File: src/hdl/mtd_pkg.sv
// Constants and register codes for the multi-jet trigger decision block.
package mtd_pkg;

	// Default widths of the rank fields and of the jet counters
	localparam int RANK_BITS_DEF  = 10;
	localparam int COUNT_BITS_DEF = 5;

	// Fixed field widths
	localparam int ETA_BITS       = 5;
	localparam int BX_BITS        = 3;
	localparam int MARGIN_BITS    = 6;
	localparam int NEEDED_BITS    = 5;
	localparam int CFG_INDEX_BITS = 3;

	// Full eta span in half-region units
	localparam int ETA_SPAN = 42;

	// Register indexes
	localparam logic [CFG_INDEX_BITS-1:0] REG_RANK_CUT_FIRST  = 3'd0;
	localparam logic [CFG_INDEX_BITS-1:0] REG_RANK_CUT_SECOND = 3'd1;
	localparam logic [CFG_INDEX_BITS-1:0] REG_RANK_CUT_THIRD  = 3'd2;
	localparam logic [CFG_INDEX_BITS-1:0] REG_RANK_CUT_FOURTH = 3'd3;
	localparam logic [CFG_INDEX_BITS-1:0] REG_ETA_MARGIN      = 3'd4;
	localparam logic [CFG_INDEX_BITS-1:0] REG_JETS_NEEDED     = 3'd5;

	// Register reset values
	localparam int RANK_CUT_RESET   = 20;
	localparam int ETA_MARGIN_RESET = 9;
	localparam int JETS_NEEDED_RESET = 6;

	// Fixed multiplicities of the first three counters
	localparam int NEED_FIRST  = 1;
	localparam int NEED_SECOND = 2;
	localparam int NEED_THIRD  = 3;

endpackage

File: src/hdl/multi_jet_trigger_decision.sv
// Multi-jet trigger decision: jet selection, threshold counters and event decision.
//
//  channel | direction | handshake          | payload
//  cand    | in        | cand_valid/stall   | jet_present .. last_of_event, one jet per item
//  dec     | out       | dec_valid/stall    | fire, one item per event on the last jet
//  cfg     | in        | cfg_valid/ready    | cfg_index, cfg_data
//
// One jet is taken every cycle while cand_stall is low; once the last jet of the event is
// accepted, its decision passes the input register and then the result register.
// Reset clears the counters, the valid flags and loads the register defaults.
// A waiting decision stalls the input only when the held jet is itself the last of an
// event; other jets keep flowing into the counters.
// Configuration writes are always taken (cfg_ready is held high).
module multi_jet_trigger_decision #(
	parameter int RANK_BITS  = mtd_pkg::RANK_BITS_DEF,
	parameter int COUNT_BITS = mtd_pkg::COUNT_BITS_DEF
) (
	input  logic                                 clk,
	input  logic                                 arst_n,

	input  logic                                 cand_valid,
	output logic                                 cand_stall,
	input  logic                                 jet_present,
	input  logic signed [mtd_pkg::BX_BITS-1:0]   bunch_offset,
	input  logic                                 forward_flag,
	input  logic                                 tau_flag,
	input  logic [mtd_pkg::ETA_BITS-1:0]         eta_region,
	input  logic [RANK_BITS-1:0]                 jet_rank,
	input  logic                                 zero_bias,
	input  logic                                 last_of_event,

	output logic                                 dec_valid,
	input  logic                                 dec_stall,
	output logic                                 fire,

	input  logic                                 cfg_valid,
	output logic                                 cfg_ready,
	input  logic [mtd_pkg::CFG_INDEX_BITS-1:0]   cfg_index,
	input  logic [RANK_BITS-1:0]                 cfg_data
);
	import mtd_pkg::*;

	localparam int CMP_BITS = (COUNT_BITS > NEEDED_BITS) ? COUNT_BITS : NEEDED_BITS;
	localparam int SUM_BITS = MARGIN_BITS + 1;

	// Configuration registers
	logic [RANK_BITS-1:0]   rank_cut_first_q;
	logic [RANK_BITS-1:0]   rank_cut_second_q;
	logic [RANK_BITS-1:0]   rank_cut_third_q;
	logic [RANK_BITS-1:0]   rank_cut_fourth_q;
	logic [MARGIN_BITS-1:0] eta_margin_q;
	logic [NEEDED_BITS-1:0] jets_needed_q;

	// Input register
	logic                   valid_s1;
	logic                   jet_present_s1;
	logic [BX_BITS-1:0]     bunch_offset_s1;
	logic                   forward_flag_s1;
	logic                   tau_flag_s1;
	logic [ETA_BITS-1:0]    eta_region_s1;
	logic [RANK_BITS-1:0]   jet_rank_s1;
	logic                   zero_bias_s1;
	logic                   last_s1;

	// Counters and result register
	logic [COUNT_BITS-1:0]  count_first_q, count_second_q, count_third_q, count_fourth_q;
	logic [COUNT_BITS-1:0]  count_first_d, count_second_d, count_third_d, count_fourth_d;
	logic                   dec_valid_q;
	logic                   fire_q;

	logic                   out_free;
	logic                   go_s1;
	logic                   take;
	logic [MARGIN_BITS-1:0] eta2;
	logic [SUM_BITS-1:0]    eta_sum;
	logic                   selected;
	logic                   fire_d;

	assign cfg_ready = 1'b1;

	always_ff @(posedge clk or negedge arst_n) begin
		if (!arst_n) begin
			rank_cut_first_q  <= RANK_BITS'(RANK_CUT_RESET);
			rank_cut_second_q <= RANK_BITS'(RANK_CUT_RESET);
			rank_cut_third_q  <= RANK_BITS'(RANK_CUT_RESET);
			rank_cut_fourth_q <= RANK_BITS'(RANK_CUT_RESET);
			eta_margin_q      <= MARGIN_BITS'(ETA_MARGIN_RESET);
			jets_needed_q     <= NEEDED_BITS'(JETS_NEEDED_RESET);
		end else if (cfg_valid && cfg_ready) begin
			unique case (cfg_index)
				REG_RANK_CUT_FIRST:  rank_cut_first_q  <= cfg_data;
				REG_RANK_CUT_SECOND: rank_cut_second_q <= cfg_data;
				REG_RANK_CUT_THIRD:  rank_cut_third_q  <= cfg_data;
				REG_RANK_CUT_FOURTH: rank_cut_fourth_q <= cfg_data;
				REG_ETA_MARGIN:      eta_margin_q      <= cfg_data[MARGIN_BITS-1:0];
				REG_JETS_NEEDED:     jets_needed_q     <= cfg_data[NEEDED_BITS-1:0];
				default: ;
			endcase
		end
	end

	// Only a last jet needs room in the result register.
	assign out_free   = !dec_valid_q || !dec_stall;
	assign go_s1      = valid_s1 && (!last_s1 || out_free);
	assign cand_stall = valid_s1 && !go_s1;
	assign take       = cand_valid && !cand_stall;

	always_ff @(posedge clk or negedge arst_n) begin
		if (!arst_n) begin
			valid_s1 <= 1'b0;
		end else if (take) begin
			valid_s1 <= 1'b1;
		end else if (go_s1) begin
			valid_s1 <= 1'b0;
		end
	end

	always_ff @(posedge clk) begin
		if (take) begin
			jet_present_s1  <= jet_present;
			bunch_offset_s1 <= bunch_offset;
			forward_flag_s1 <= forward_flag;
			tau_flag_s1     <= tau_flag;
			eta_region_s1   <= eta_region;
			jet_rank_s1     <= jet_rank;
			zero_bias_s1    <= zero_bias;
			last_s1         <= last_of_event;
		end
	end

	// The eta window is 2*eta >= margin and 2*eta + margin <= span.
	assign eta2    = {1'b0, eta_region_s1} << 1;
	assign eta_sum = {1'b0, eta2} + {1'b0, eta_margin_q};
	assign selected = jet_present_s1 && (bunch_offset_s1 == '0) && !forward_flag_s1
		&& !tau_flag_s1 && (eta2 >= eta_margin_q) && (eta_sum <= SUM_BITS'(ETA_SPAN));

	function automatic logic [COUNT_BITS-1:0] sat_step(
		input logic [COUNT_BITS-1:0] c,
		input logic                  hit
	);
		logic [COUNT_BITS-1:0] r;
		r = c;
		if (hit && (c != '1)) begin
			r = c + COUNT_BITS'(1);
		end
		return r;
	endfunction

	always_comb begin
		count_first_d  = sat_step(count_first_q,  selected && (jet_rank_s1 >= rank_cut_first_q));
		count_second_d = sat_step(count_second_q, selected && (jet_rank_s1 >= rank_cut_second_q));
		count_third_d  = sat_step(count_third_q,  selected && (jet_rank_s1 >= rank_cut_third_q));
		count_fourth_d = sat_step(count_fourth_q, selected && (jet_rank_s1 >= rank_cut_fourth_q));
		fire_d = zero_bias_s1
			&& (count_first_d  >= COUNT_BITS'(NEED_FIRST))
			&& (count_second_d >= COUNT_BITS'(NEED_SECOND))
			&& (count_third_d  >= COUNT_BITS'(NEED_THIRD))
			&& (CMP_BITS'(count_fourth_d) >= CMP_BITS'(jets_needed_q));
	end

	// The counters restart from zero once the last jet of an event is through.
	always_ff @(posedge clk or negedge arst_n) begin
		if (!arst_n) begin
			count_first_q  <= '0;
			count_second_q <= '0;
			count_third_q  <= '0;
			count_fourth_q <= '0;
		end else if (go_s1) begin
			if (last_s1) begin
				count_first_q  <= '0;
				count_second_q <= '0;
				count_third_q  <= '0;
				count_fourth_q <= '0;
			end else begin
				count_first_q  <= count_first_d;
				count_second_q <= count_second_d;
				count_third_q  <= count_third_d;
				count_fourth_q <= count_fourth_d;
			end
		end
	end

	always_ff @(posedge clk or negedge arst_n) begin
		if (!arst_n) begin
			dec_valid_q <= 1'b0;
		end else if (go_s1 && last_s1) begin
			dec_valid_q <= 1'b1;
		end else if (!dec_stall) begin
			dec_valid_q <= 1'b0;
		end
	end

	always_ff @(posedge clk) begin
		if (go_s1 && last_s1) begin
			fire_q <= fire_d;
		end
	end

	assign dec_valid = dec_valid_q;
	assign fire      = fire_q;

endmodule
File: config.mk
export PLATFORM = sky130hd
export DESIGN_NAME = multi_jet_trigger_decision
export DESIGN_NICKNAME = d
export VERILOG_FILES = /design/src/hdl/mtd_pkg.sv /design/src/hdl/multi_jet_trigger_decision.sv
export SDC_FILE = /design/constraint.sdc
export NUM_CORES = 1
export LEC_CHECK = 0
export CORE_UTILIZATION = 55
export CTS_CLUSTER_DIAMETER = 60
export DETAILED_ROUTE_END_ITERATION = 12
export DONT_BUFFER_PORTS = 1
export GPL_TIMING_DRIVEN = 1
export PLACE_DENSITY = 0.75
export SLEW_MARGIN = 0
export SYNTH_ARGS = -nofsm -noshare
export SYNTH_HDL_FRONTEND = slang
export SYNTH_SLANG_ARGS = --single-unit
File: constraint.sdc
create_clock -name clk -period 9.02 [get_ports clk]
set_input_delay 0.451 -clock clk [delete_from_list [all_inputs] [get_ports clk]]
set_output_delay 0.451 -clock clk [all_outputs]
set_load 0.01 [all_outputs]
==> results of run 1 <==
state kept, by name, summed over array words and instances, names as in the netlist, 3 cells and up:
name and cells:
rank_cut_first_q 10, jet_rank_s1 10, jets_needed_q 5, count_fourth_q 5, rank_cut_fourth_q 10, count_third_q 5
count_first_q 5, rank_cut_third_q 10, eta_margin_q 6, rank_cut_second_q 10, bunch_offset_s1 3, eta_region_s1 5
count_second_q 5
cell families after synthesis:
kind of cell / count (synthesis) / share of synthesized area [%]
compound gates: 118 / 13.56
xor+xnor: 8 / 1.231
fa+ha+maj: 64 / 14.20
buf+inv: 70 / 4.967
flops: 97 / 45.01
mux: 36 / 6.857
other cells: 1 / 0.06587
simple gates: 147 / 14.11
what timing repair did:
action                                  4_1_cts  5_1_grt
endpoints found under the setup margin        0        0
endpoints found under the hold margin        73        0
resized for setup                             0        0
hold buffers                                  2        0
metal layers:
| layer | up-vias | track usage, % |
|---|---|---|
| li1 | 1930 | - |
| met1 | 1920 | 29.71 |
| met2 | 81 | 36.34 |
| met3 | 21 | 3.210 |
| met4 | 0 | 10.51 |
| met5 | - | 0 |
synthesized netlist by cell type, types with 2 or more instances:
cell                        instances  area share (%)
sky130_fd_sc_hd__a2111oi_0          4            0.62
sky130_fd_sc_hd__a211o_1            3            0.46
sky130_fd_sc_hd__a21boi_0           2            0.26
sky130_fd_sc_hd__a21o_1             5            0.66
sky130_fd_sc_hd__a21oi_1           14             1.2
sky130_fd_sc_hd__a31oi_1            4            0.44
sky130_fd_sc_hd__and2_1             9            0.99
sky130_fd_sc_hd__and3_1             5            0.55
sky130_fd_sc_hd__clkbuf_1           9            0.59
sky130_fd_sc_hd__dfrtp_1           61              27
sky130_fd_sc_hd__dfstp_2           12             5.5
sky130_fd_sc_hd__edfxtp_1          24              13
sky130_fd_sc_hd__ha_1              63              14
sky130_fd_sc_hd__inv_1             56             3.7
sky130_fd_sc_hd__mux2_2            23             4.5
sky130_fd_sc_hd__mux2i_1           12             2.1
sky130_fd_sc_hd__nand2_1           61             4.0
sky130_fd_sc_hd__nand2b_1           5            0.55
sky130_fd_sc_hd__nand3_1           10            0.88
sky130_fd_sc_hd__nand4_1            7            0.77
sky130_fd_sc_hd__nor2_1             9            0.59
sky130_fd_sc_hd__nor2b_1            8            0.88
sky130_fd_sc_hd__nor3_1             6            0.53
sky130_fd_sc_hd__nor3b_1            3            0.40
sky130_fd_sc_hd__nor4_1             5            0.55
sky130_fd_sc_hd__nor4b_1            2            0.31
sky130_fd_sc_hd__o211ai_1           6            0.79
sky130_fd_sc_hd__o21a_1             3            0.40
sky130_fd_sc_hd__o21ai_0           52             4.6
sky130_fd_sc_hd__o21ai_1            6            0.53
sky130_fd_sc_hd__o311ai_0           2            0.31
sky130_fd_sc_hd__xnor2_1            5            0.77
sky130_fd_sc_hd__xor2_1             3            0.46
cell type report:
type,count,area [um2]
Fill cell,818,3879
Multi-Input combinational cell,374,2853
Sequential cell,97,2562
Inverter,57,214.0
Clock buffer,13,168.9
Tap cell,133,166.4
Timing Repair Buffer,3,45.04
Clock inverter,3,21.27
critical path: cells and delay by family (launching register included):
family | cells | cell delay [ps]
mux | 1 | 380
simple gates | 4 | 960
compound gates | 6 | 1150
fa+ha+maj | 3 | 930
flops | 1 | 400
where the power goes:
group	internal (W)	switching [W]	total (W)
sequential	0.000534	0.0000578	0.000591
combinational	0.000147	0.000172	0.000318
clock	0.000125	0.000158	0.000282
total	0.000805	0.000387	0.00119
metrics by stage:
| stage | hold slack, ps | util, % | instance area, um2 | power (W) |
|---|---|---|---|---|
| finish | 158.2 | 60.86 | 6031 | 0.001192 |
| CTS | 142.6 | 60.86 | 6031 | 0.001201 |
| detailed placement | 157.5 | 58.56 | 5803 | 0.0009100 |
| global placement | 157.8 | 58.56 | 5803 | 0.0008891 |
| global route | 143.8 | 60.86 | 6031 | 0.001277 |
| floorplan | 155.4 | - | 5693 | 0.0008338 |
how the worst max path moves through the flow:
stage,end,slack [ps],cells after the start
after CTS,fire$_DFFE_PP_,5000,14
after global placement,fire$_DFFE_PP_,5190,14
after detailed placement,fire$_DFFE_PP_,5020,14
after floorplan,fire$_DFFE_PP_,5560,14
after global routing,fire$_DFFE_PP_,4730,14
final,fire$_DFFE_PP_,5010,14
==> qor.yml, run 1 <==
status:
  status: "finished, final reports clean"
clocking:
  postCtsSetupRepairBufs: 0
  max_root_sink_buffers: 2
  cts.htree.levels: 3
  cts_root_buf: "sky130_fd_sc_hd__clkbuf_8"
  cts_sinks: 97
  path_clk_slew_ps: 100
  worst_skew_pair.late_latency_ps: 380
  total_clock_buffers_created_by_cts: 9
  tritoncts_clock_tree: "built"
drt:
  postRouteAntennaNets: 0
  highest_layer: "met4"
  route.detailed.drc: 0
  vias_per_cell: 5.812
  route.detailed.wl_per_inst_um: 16.40
  totalWireLength_um: 11150
  met1Wirelength_um: 5144
  detailroute.via_count: 3952
  detailroute.wirelength.met2_um: 5328
  wl_met3_um: 408
  first_pass_drt_iterations: 4
  initialDrtViolationCount: 205
layout:
  fin_cells: 680
  synthToLayoutAreaGrowth_pct: 5.934
  drive_gt1_share_pct: 13.16
  design.final.nets: 647
  layout.cells.most_common: "sky130_fd_sc_hd__ha_1"
  layout_common_cells: "63 x sky130_fd_sc_hd__ha_1, 61 x sky130_fd_sc_hd__nand2_1, 61 x sky130_fd_sc_hd__dfrtp_1"
  antenna_cells_inserted: 0
sta:
  timing.setup.tns_ps: 0
  grt_setup_unrepaired: "false"
  clock_skew_ps: 19.19
  finalHoldViolations: 0
  worst_slew_pin_slew_ps: 1174
  number_of_max_slew_violations_in_the_final_report: 0
  finalWorstSetupSlack_ps: 5014
  fmaxAchievable_mhz: 249.6
  final_setup_viols: 0
  timing.final.crit_period_ps: 4006
  relSlewSlack_pct: 21.71
  min_period_over_period_pct: 44.41
worst_setup_path:
  worst_setup_path_startpoint: "eta_region_s1[0]$_DFFE_PP_"
  worst-path-max-fanout: 5
  data_required_time_of_the_worst_path_ps: 9230
  slowest_stage_cell_on_the_critical_path: "sky130_fd_sc_hd__nor3b_2"
  end_kind: "register"
  r2r_cells: 14
  critical_path.startpoint_type: "register"
  regToRegEndpoint: "fire$_DFFE_PP_"
  rrSetupSlack_ps: 5010
  crit_type: "register to register"
  maximum_cell_stage_delay_along_the_critical_path_ps: 430
  cp.arrival_ps: 4210
  r2r_start: "eta_region_s1[0]$_DFFE_PP_"
  timing.critical_path.cells: "ha_1 -> fa_1 -> nor2b_2 -> a32oi_1 -> nand4_1 -> a211oi_1 -> nor3b_2 -> mux2_2 -> ha_1 -> a21boi_0 -> o21ai_0 -> a21oi_1 -> o21ai_0 -> nor4_2"
global_routing:
  grt_pass1_vias: 4019
  initial_antenna_violation_count: 0
  global_route_wire_length_before_repair_um: 19090
  overflow: 0
  grt.total_usage_pct: 22.40
  grt_max_degree: 74
synth:
  ffs_latches_synth: 97
  netlist-cell-type-count: 75
  synth-edff-count: 24
  synth-async-reset-ratio_pct: 75.26
  synth_sequential_area_ratio_pct: 45.01
  postSynthNetCount: 646
  syn_area_per_cell_um2: 10.52
  syn_inst: 541
  yosys_warnings: 0
  ys.flop_type: "sky130_fd_sc_hd__dfrtp_1"
  synth.cell_area_mm2: 0.005693
floorplan:
  die_h_um: 103.7
  io_pins: 45
  die-width_um: 103.7
  effective_utilization_at_floorplan_pct: 57.45
  core_area_mm2: 0.009910
  die_outline_area_mm2: 0.01076
  number_of_core_rows: 36
place:
  placed_instances: 662
  routabilityCongestion: 0.9359
  post-dp-hpwl_um: 8219
  buffer_ports.inserted: 0
  dpl_worst_slack_ps: 5015
hold_path:
  min_delay_path_depth: 0
  worstHoldStart: "jet_rank[0]"
  hold_class: "input port to register"
  hold_end: "jet_rank_s1[0]$_DFFE_PP_"
run:
  max_capacitance_violation_total: 0
power:
  power_density_over_the_cells_mw_per_mm2: 197.7
  vdd_drop_max_uv: 110.3
  p_leak_nw: 2.728
Power figures use the tool's default switching activity.
==> run 2: changes to the inputs <==
==> constraint.sdc (replaced) <==
create_clock -name clk -period 3.8 [get_ports clk]
set_input_delay 0.19 -clock clk [delete_from_list [all_inputs] [get_ports clk]]
set_output_delay 0.19 -clock clk [all_outputs]
set_load 0.01 [all_outputs]
==> run 2 against run 1 <==
Flip-flop and latch count unchanged. Sequential power up 140%. Critical path depth unchanged. Fmax up 12%. Worst setup slack worse by 4800 ps. Global-route usage up 1.9 points. Design area up 7.0%. Sequential share of layout area down 2.8 points. Wire length up 7.9%. Clock-buffer cell count unchanged. Core utilization up 4.3 points. Critical path type unchanged. Largest cell class unchanged.
==> qor.yml, run 2 (synthesized netlist as in run 1, its figures left out) <==
floorplan:
  core_area_mm2: 0.009910
  die-width_um: 103.7
  number_of_core_rows: 36
  effective_utilization_at_floorplan_pct: 57.45
  die_h_um: 103.7
  io_pins: 45
  die_outline_area_mm2: 0.01076
drt:
  route.detailed.wl_per_inst_um: 16.71
  route.detailed.drc: 0
  vias_per_cell: 5.749
  first_pass_drt_iterations: 4
  initialDrtViolationCount: 188
  detailroute.via_count: 4139
  postRouteAntennaNets: 0
  totalWireLength_um: 12030
place:
  placed_instances: 666
  dpl_worst_slack_ps: 24.65
  buffer_ports.inserted: 0
  routabilityCongestion: 0.8950
  post-dp-hpwl_um: 8312
worst_setup_path:
  crit_type: "register to register"
  cpMostUsedCell: "sky130_fd_sc_hd__o21ai_0"
  timing.critical_path.cells: "ha_2 -> fa_1 -> nor2b_2 -> a32oi_1 -> nand4_1 -> a211oi_2 -> nor3b_2 -> mux2_2 -> ha_1 -> a21boi_0 -> o21ai_0 -> a21oi_1 -> o21ai_0 -> nor4_2"
  timing.critical_path.buf_inv: 0
  end_kind: "register"
  worst-path-max-fanout: 3
  cp.arrival_ps: 3790
  critical_path.startpoint_type: "register"
  crit_family: "compound AO/OA/AOI/OAI gates"
  slowest_stage_cell_on_the_critical_path: "sky130_fd_sc_hd__edfxtp_1"
  maximum_cell_stage_delay_along_the_critical_path_ps: 400
  data_required_time_of_the_worst_path_ps: 4000
power:
  power_density_over_the_cells_mw_per_mm2: 456.1
  p_leak_nw: 2.909
  vdd_drop_max_uv: 302.6
layout:
  layout_common_cells: "62 x sky130_fd_sc_hd__ha_1, 61 x sky130_fd_sc_hd__nand2_1, 61 x sky130_fd_sc_hd__dfrtp_1"
  design.final.nets: 687
  multi_input_area_mm2: 0.002860
  n_fill_cell: 774
  seq_area_mm2: 0.002562
  antenna_cells_inserted: 0
  fin_cells: 720
  fin_util_pct: 65.13
  drive_gt1_share_pct: 13.46
  layout.cells.most_common: "sky130_fd_sc_hd__ha_1"
  synthToLayoutAreaGrowth_pct: 13.36
sta:
  worst_slew_pin_slew_ps: 1139
  min_period_over_period_pct: 94.40
  timing.final.crit_period_ps: 3587
  finalHoldViolations: 0
  number_of_max_slew_violations_in_the_final_report: 0
  finalWorstSetupSlack_ps: 212.9
  fmaxAchievable_mhz: 278.8
  relSlewSlack_pct: 24.07
  clock_skew_ps: 17.22
  final_setup_viols: 0
global_routing:
  global_route_wire_length_before_repair_um: 20640
  grt_max_degree: 74
  initial_antenna_violation_count: 0
  overflow: 0
  grt_pass1_vias: 4349
  grt.total_usage_pct: 24.27
clocking:
  worst_skew_pair.late_latency_ps: 380
  cts_sinks: 97
  total_clock_buffers_created_by_cts: 9
  path_clk_slew_ps: 90
  max_root_sink_buffers: 2
  cts_root_buf: "sky130_fd_sc_hd__clkbuf_8"
  tritoncts_clock_tree: "built"
  cts.htree.levels: 3
status:
  status: "finished, final reports clean"
hold_path:
  hold_class: "input port to register"
run:
  max_capacitance_violation_total: 0
run 2: cell count changes in the layout (fill, tap and decap cells not counted), sizes merged:
cell	change
inv	-2
clkinv	+2
dlygate4sd3	+35
buf	+5
run 2: worst paths after layout:
| kind | startpoint | endpoint | slack (ps) | cells past startpoint |
|---|---|---|---|---|
| max | eta_region_s1[0]$_DFFE_PP_ | fire$_DFFE_PP_ | 210 | 14 |
| min | dec_stall | valid_s1$_DFFE_PN0P_ | 20 | 2 |
| max reg2reg | eta_region_s1[0]$_DFFE_PP_ | fire$_DFFE_PP_ | 210 | 14 |
| min reg2reg | rank_cut_first_q[4]$_DFFE_PN1P_ | rank_cut_first_q[4]$_DFFE_PN1P_ | 510 | 2 |
| max in group asynchronous | arst_n | jets_needed_q[1]$_DFFE_PN1P_ | 3090 | 2 |
| min in group asynchronous | arst_n | rank_cut_first_q[3]$_DFFE_PN0P_ | 370 | 2 |
run 2: stage by stage:
stage,TNS (ps),hold slack (ps),instance area (um2),total power (W)
3_3_place_gp,0,-102.9,5833,0.002118
3_5_place_dp,0,-102.9,5833,0.002171
4_1_cts,0,15.35,6439,0.002949
6_report,0,24.50,6454,0.002943
5_1_grt,-20.36,56.00,6454,0.003157
2_1_floorplan,0,-105.6,5693,0.001979
run 2: final cells by class:
type                            instances  area share (%)
Multi-Input combinational cell        374           44.32
Sequential cell                        97           39.71
Timing Repair Buffer                   43           6.708
Inverter                               57           3.315
Clock buffer                           13           2.966
Tap cell                              133           2.579
Clock inverter                          3          0.4071
run 2: per-layer routing:
layer / GRT usage, % / up-vias / wire length [um] / share of wire [%]
met3: 4.154 / 17 / 552 / 4.6
met5: 0 / - / 0 / 0
met2: 42.04 / 84 / 5970 / 50
met1: 30.59 / 2023 / 5292 / 44
met4: 8.571 / 0 / 214 / 1.8
li1: - / 2015 / - / -
run 2: timing repair:
action / in CTS / in global routing
gates resized for setup: 0 / 2
setup buffers: 0 / 1
hold buffers: 37 / 0
endpoints found under the setup margin: 0 / 1
hold endpoints to repair: 149 / 0
run 2: power breakdown:
group	switching (W)	internal (W)
Combinational	0.000433	0.000380
Sequential	0.000139	0.00127
Clock	0.000383	0.000341
run 2: worst reg2reg max path, cell delays in order (launching register included):
cell and delay [ps]:
sky130_fd_sc_hd__edfxtp_1 400, sky130_fd_sc_hd__ha_2 220, sky130_fd_sc_hd__fa_1 400, sky130_fd_sc_hd__nor2b_2 190, sky130_fd_sc_hd__a32oi_1 200, sky130_fd_sc_hd__nand4_1 170, sky130_fd_sc_hd__a211oi_2 260, sky130_fd_sc_hd__nor3b_2 250
sky130_fd_sc_hd__mux2_2 360, sky130_fd_sc_hd__ha_1 270, sky130_fd_sc_hd__a21boi_0 160, sky130_fd_sc_hd__o21ai_0 90, sky130_fd_sc_hd__a21oi_1 130, sky130_fd_sc_hd__o21ai_0 100, sky130_fd_sc_hd__nor4_2 210
==> run 3: changes to the inputs <==
--- a/config.mk
+++ b/config.mk
@@ -5,12 +5,14 @@
 export SDC_FILE = /design/constraint.sdc
 export NUM_CORES = 1
 export LEC_CHECK = 0
-export CORE_UTILIZATION = 55
+export CELL_PAD_IN_SITES_DETAIL_PLACEMENT = 1
+export CELL_PAD_IN_SITES_GLOBAL_PLACEMENT = 2
+export CORE_UTILIZATION = 42
 export CTS_CLUSTER_DIAMETER = 60
 export DETAILED_ROUTE_END_ITERATION = 12
 export DONT_BUFFER_PORTS = 1
 export GPL_TIMING_DRIVEN = 1
-export PLACE_DENSITY = 0.75
+export PLACE_DENSITY = 0.85
 export SLEW_MARGIN = 0
 export SYNTH_ARGS = -nofsm -noshare
 export SYNTH_HDL_FRONTEND = slang
==> run 3 against run 2 <==
Worst setup slack improved by 21 ps. Final cell count rose by 6.4%. Fmax rose by 0.59%. Largest cell class unchanged. Core utilization fell by 15 points. Worst hold slack improved by 34 ps. Clock skew fell by 6.1 ps.
==> qor.yml, run 3 (synthesized netlist as in run 1, its figures left out) <==
worst_setup_path:
  critical_path.startpoint_type: "register"
  data_required_time_of_the_worst_path_ps: 3900
  worst-path-max-fanout: 3
  end_kind: "register"
  cp.arrival_ps: 3670
  rrSetupSlack_ps: 230
  timing.critical_path.cells: "ha_1 -> fa_1 -> nor2b_2 -> a32oi_1 -> nand4_1 -> a211oi_2 -> nor3b_2 -> mux2_2 -> ha_1 -> a21boi_0 -> o21ai_0 -> a21oi_1 -> o21ai_0 -> nor4_2"
  slowest_stage_cell_on_the_critical_path: "sky130_fd_sc_hd__fa_1"
  crit_family: "compound AO/OA/AOI/OAI gates"
  maximum_cell_stage_delay_along_the_critical_path_ps: 410
  timing.critical_path.buf_inv: 0
  crit_type: "register to register"
drt:
  first_pass_drt_iterations: 4
  vias_per_cell: 5.428
  detailroute.via_count: 4158
  postRouteAntennaNets: 0
  route.detailed.wl_per_inst_um: 18.03
  route.detailed.drc: 0
  initialDrtViolationCount: 104
  totalWireLength_um: 13810
global_routing:
  initial_antenna_violation_count: 0
  grt_max_degree: 74
  global_route_wire_length_before_repair_um: 23380
  overflow: 0
  grt_pass1_vias: 4595
  grt.total_usage_pct: 21.67
sta:
  timing.final.crit_period_ps: 3566
  fmaxAchievable_mhz: 280.4
  number_of_max_slew_violations_in_the_final_report: 0
  finalHoldViolations: 0
  timing.setup.tns_ps: 0
  relSlewSlack_pct: 24.62
  final_setup_viols: 0
  min_period_over_period_pct: 93.84
  worst_slew_pin_slew_ps: 1126
  clock_skew_ps: 11.16
  grt_setup_unrepaired: "false"
floorplan:
  die_outline_area_mm2: 0.01402
  effective_utilization_at_floorplan_pct: 42.99
  core_area_mm2: 0.01324
  number_of_core_rows: 42
  die-width_um: 118.4
  die_h_um: 118.4
  io_pins: 45
layout:
  layout.cells.most_common: "sky130_fd_sc_hd__ha_1"
  synthToLayoutAreaGrowth_pct: 16.02
  fin_cells: 766
  drive_gt1_share_pct: 13.73
  design.final.nets: 690
  layout_common_cells: "63 x sky130_fd_sc_hd__ha_1, 61 x sky130_fd_sc_hd__nand2_1, 61 x sky130_fd_sc_hd__dfrtp_1"
  antenna_cells_inserted: 0
status:
  status: "finished, final reports clean"
place:
  routabilityCongestion: 0.8905
  buffer_ports.inserted: 0
  post-dp-hpwl_um: 9817
  placed_instances: 713
power:
  power_density_over_the_cells_mw_per_mm2: 480.8
  pnr_total_power_w: 0.003176
  vdd_drop_max_uv: 232.1
  p_leak_nw: 2.963
clocking:
  path_clk_slew_ps: 70
  cts.htree.levels: 3
  postCtsSetupRepairBufs: 0
  max_root_sink_buffers: 2
  cts_sinks: 97
  cts_root_buf: "sky130_fd_sc_hd__clkbuf_16"
  worst_skew_pair.late_latency_ps: 360
  total_clock_buffers_created_by_cts: 9
  tritoncts_clock_tree: "built"
run:
  max_capacitance_violation_total: 0
hold_path:
  hold_class: "input port to register"
[run 3: changes by cell type in the layout (fill, tap and decap cells not counted)]
cell | previous run | this run
sky130_fd_sc_hd__buf_4 | 6 | 9
sky130_fd_sc_hd__bufinv_16 | 0 | 1
sky130_fd_sc_hd__clkbuf_16 | 2 | 9
sky130_fd_sc_hd__clkbuf_8 | 10 | 0
sky130_fd_sc_hd__clkinv_2 | 0 | 2
sky130_fd_sc_hd__ha_1 | 62 | 63
sky130_fd_sc_hd__ha_2 | 1 | 0
[run 3: metal layers]
metal / part of all wire (%) / track usage [%] / up-vias
met1: 46 / 26.80 / 2073
met2: 49 / 37.10 / 48
met3: 3.0 / 4.151 / 20
met4: 2.2 / 8.861 / 0
li1: - / - / 2017
met5: 0 / 0 / -
[run 3: stage by stage]
stage	instance area [um2]	util [%]	setup WS (ps)	hold slack (ps)
2_1_floorplan	5693	-	338.8	-105.6
3_3_place_gp	5917	44.68	290.5	-101.6
3_5_place_dp	5917	44.68	228.8	-102.5
4_1_cts	6600	49.84	193.8	37.56
5_1_grt	6605	49.88	50.43	78.74
6_report	6605	49.88	233.9	58.51
[run 3: layout make-up]
cell class	instances	area, um2
clock inverters	6	66.31
repair buffers	46	455.4
flip-flops and latches	97	2562
multi-input cells	374	2858
clock buffers	10	229.0
well taps	176	220.2
inverters	57	214.0
fillers	1472	6638
[run 3: final timing paths]
check / to / depth (start not counted) / start
min in group asynchronous: eta_margin_q[2]$_DFFE_PN0P_ / 2 / arst_n
max in group asynchronous: jets_needed_q[2]$_DFFE_PN1P_ / 2 / arst_n
max: fire$_DFFE_PP_ / 14 / eta_region_s1[0]$_DFFE_PP_
min: valid_s1$_DFFE_PN0P_ / 2 / dec_stall
max reg2reg: fire$_DFFE_PP_ / 14 / eta_region_s1[0]$_DFFE_PP_
min reg2reg: rank_cut_first_q[4]$_DFFE_PN1P_ / 2 / rank_cut_first_q[4]$_DFFE_PN1P_
[run 3: power breakdown]
part	internal, W	switching [W]
sequential	0.00127	0.000139
combinational	0.000381	0.000456
clock	0.000513	0.000419
total	0.00216	0.00101
[run 3: what timing repair did]
action                     CTS  global route
setup endpoints to repair    0             1
hold endpoints to repair   149             0
gates resized for setup      0             1
hold buffers                37             0
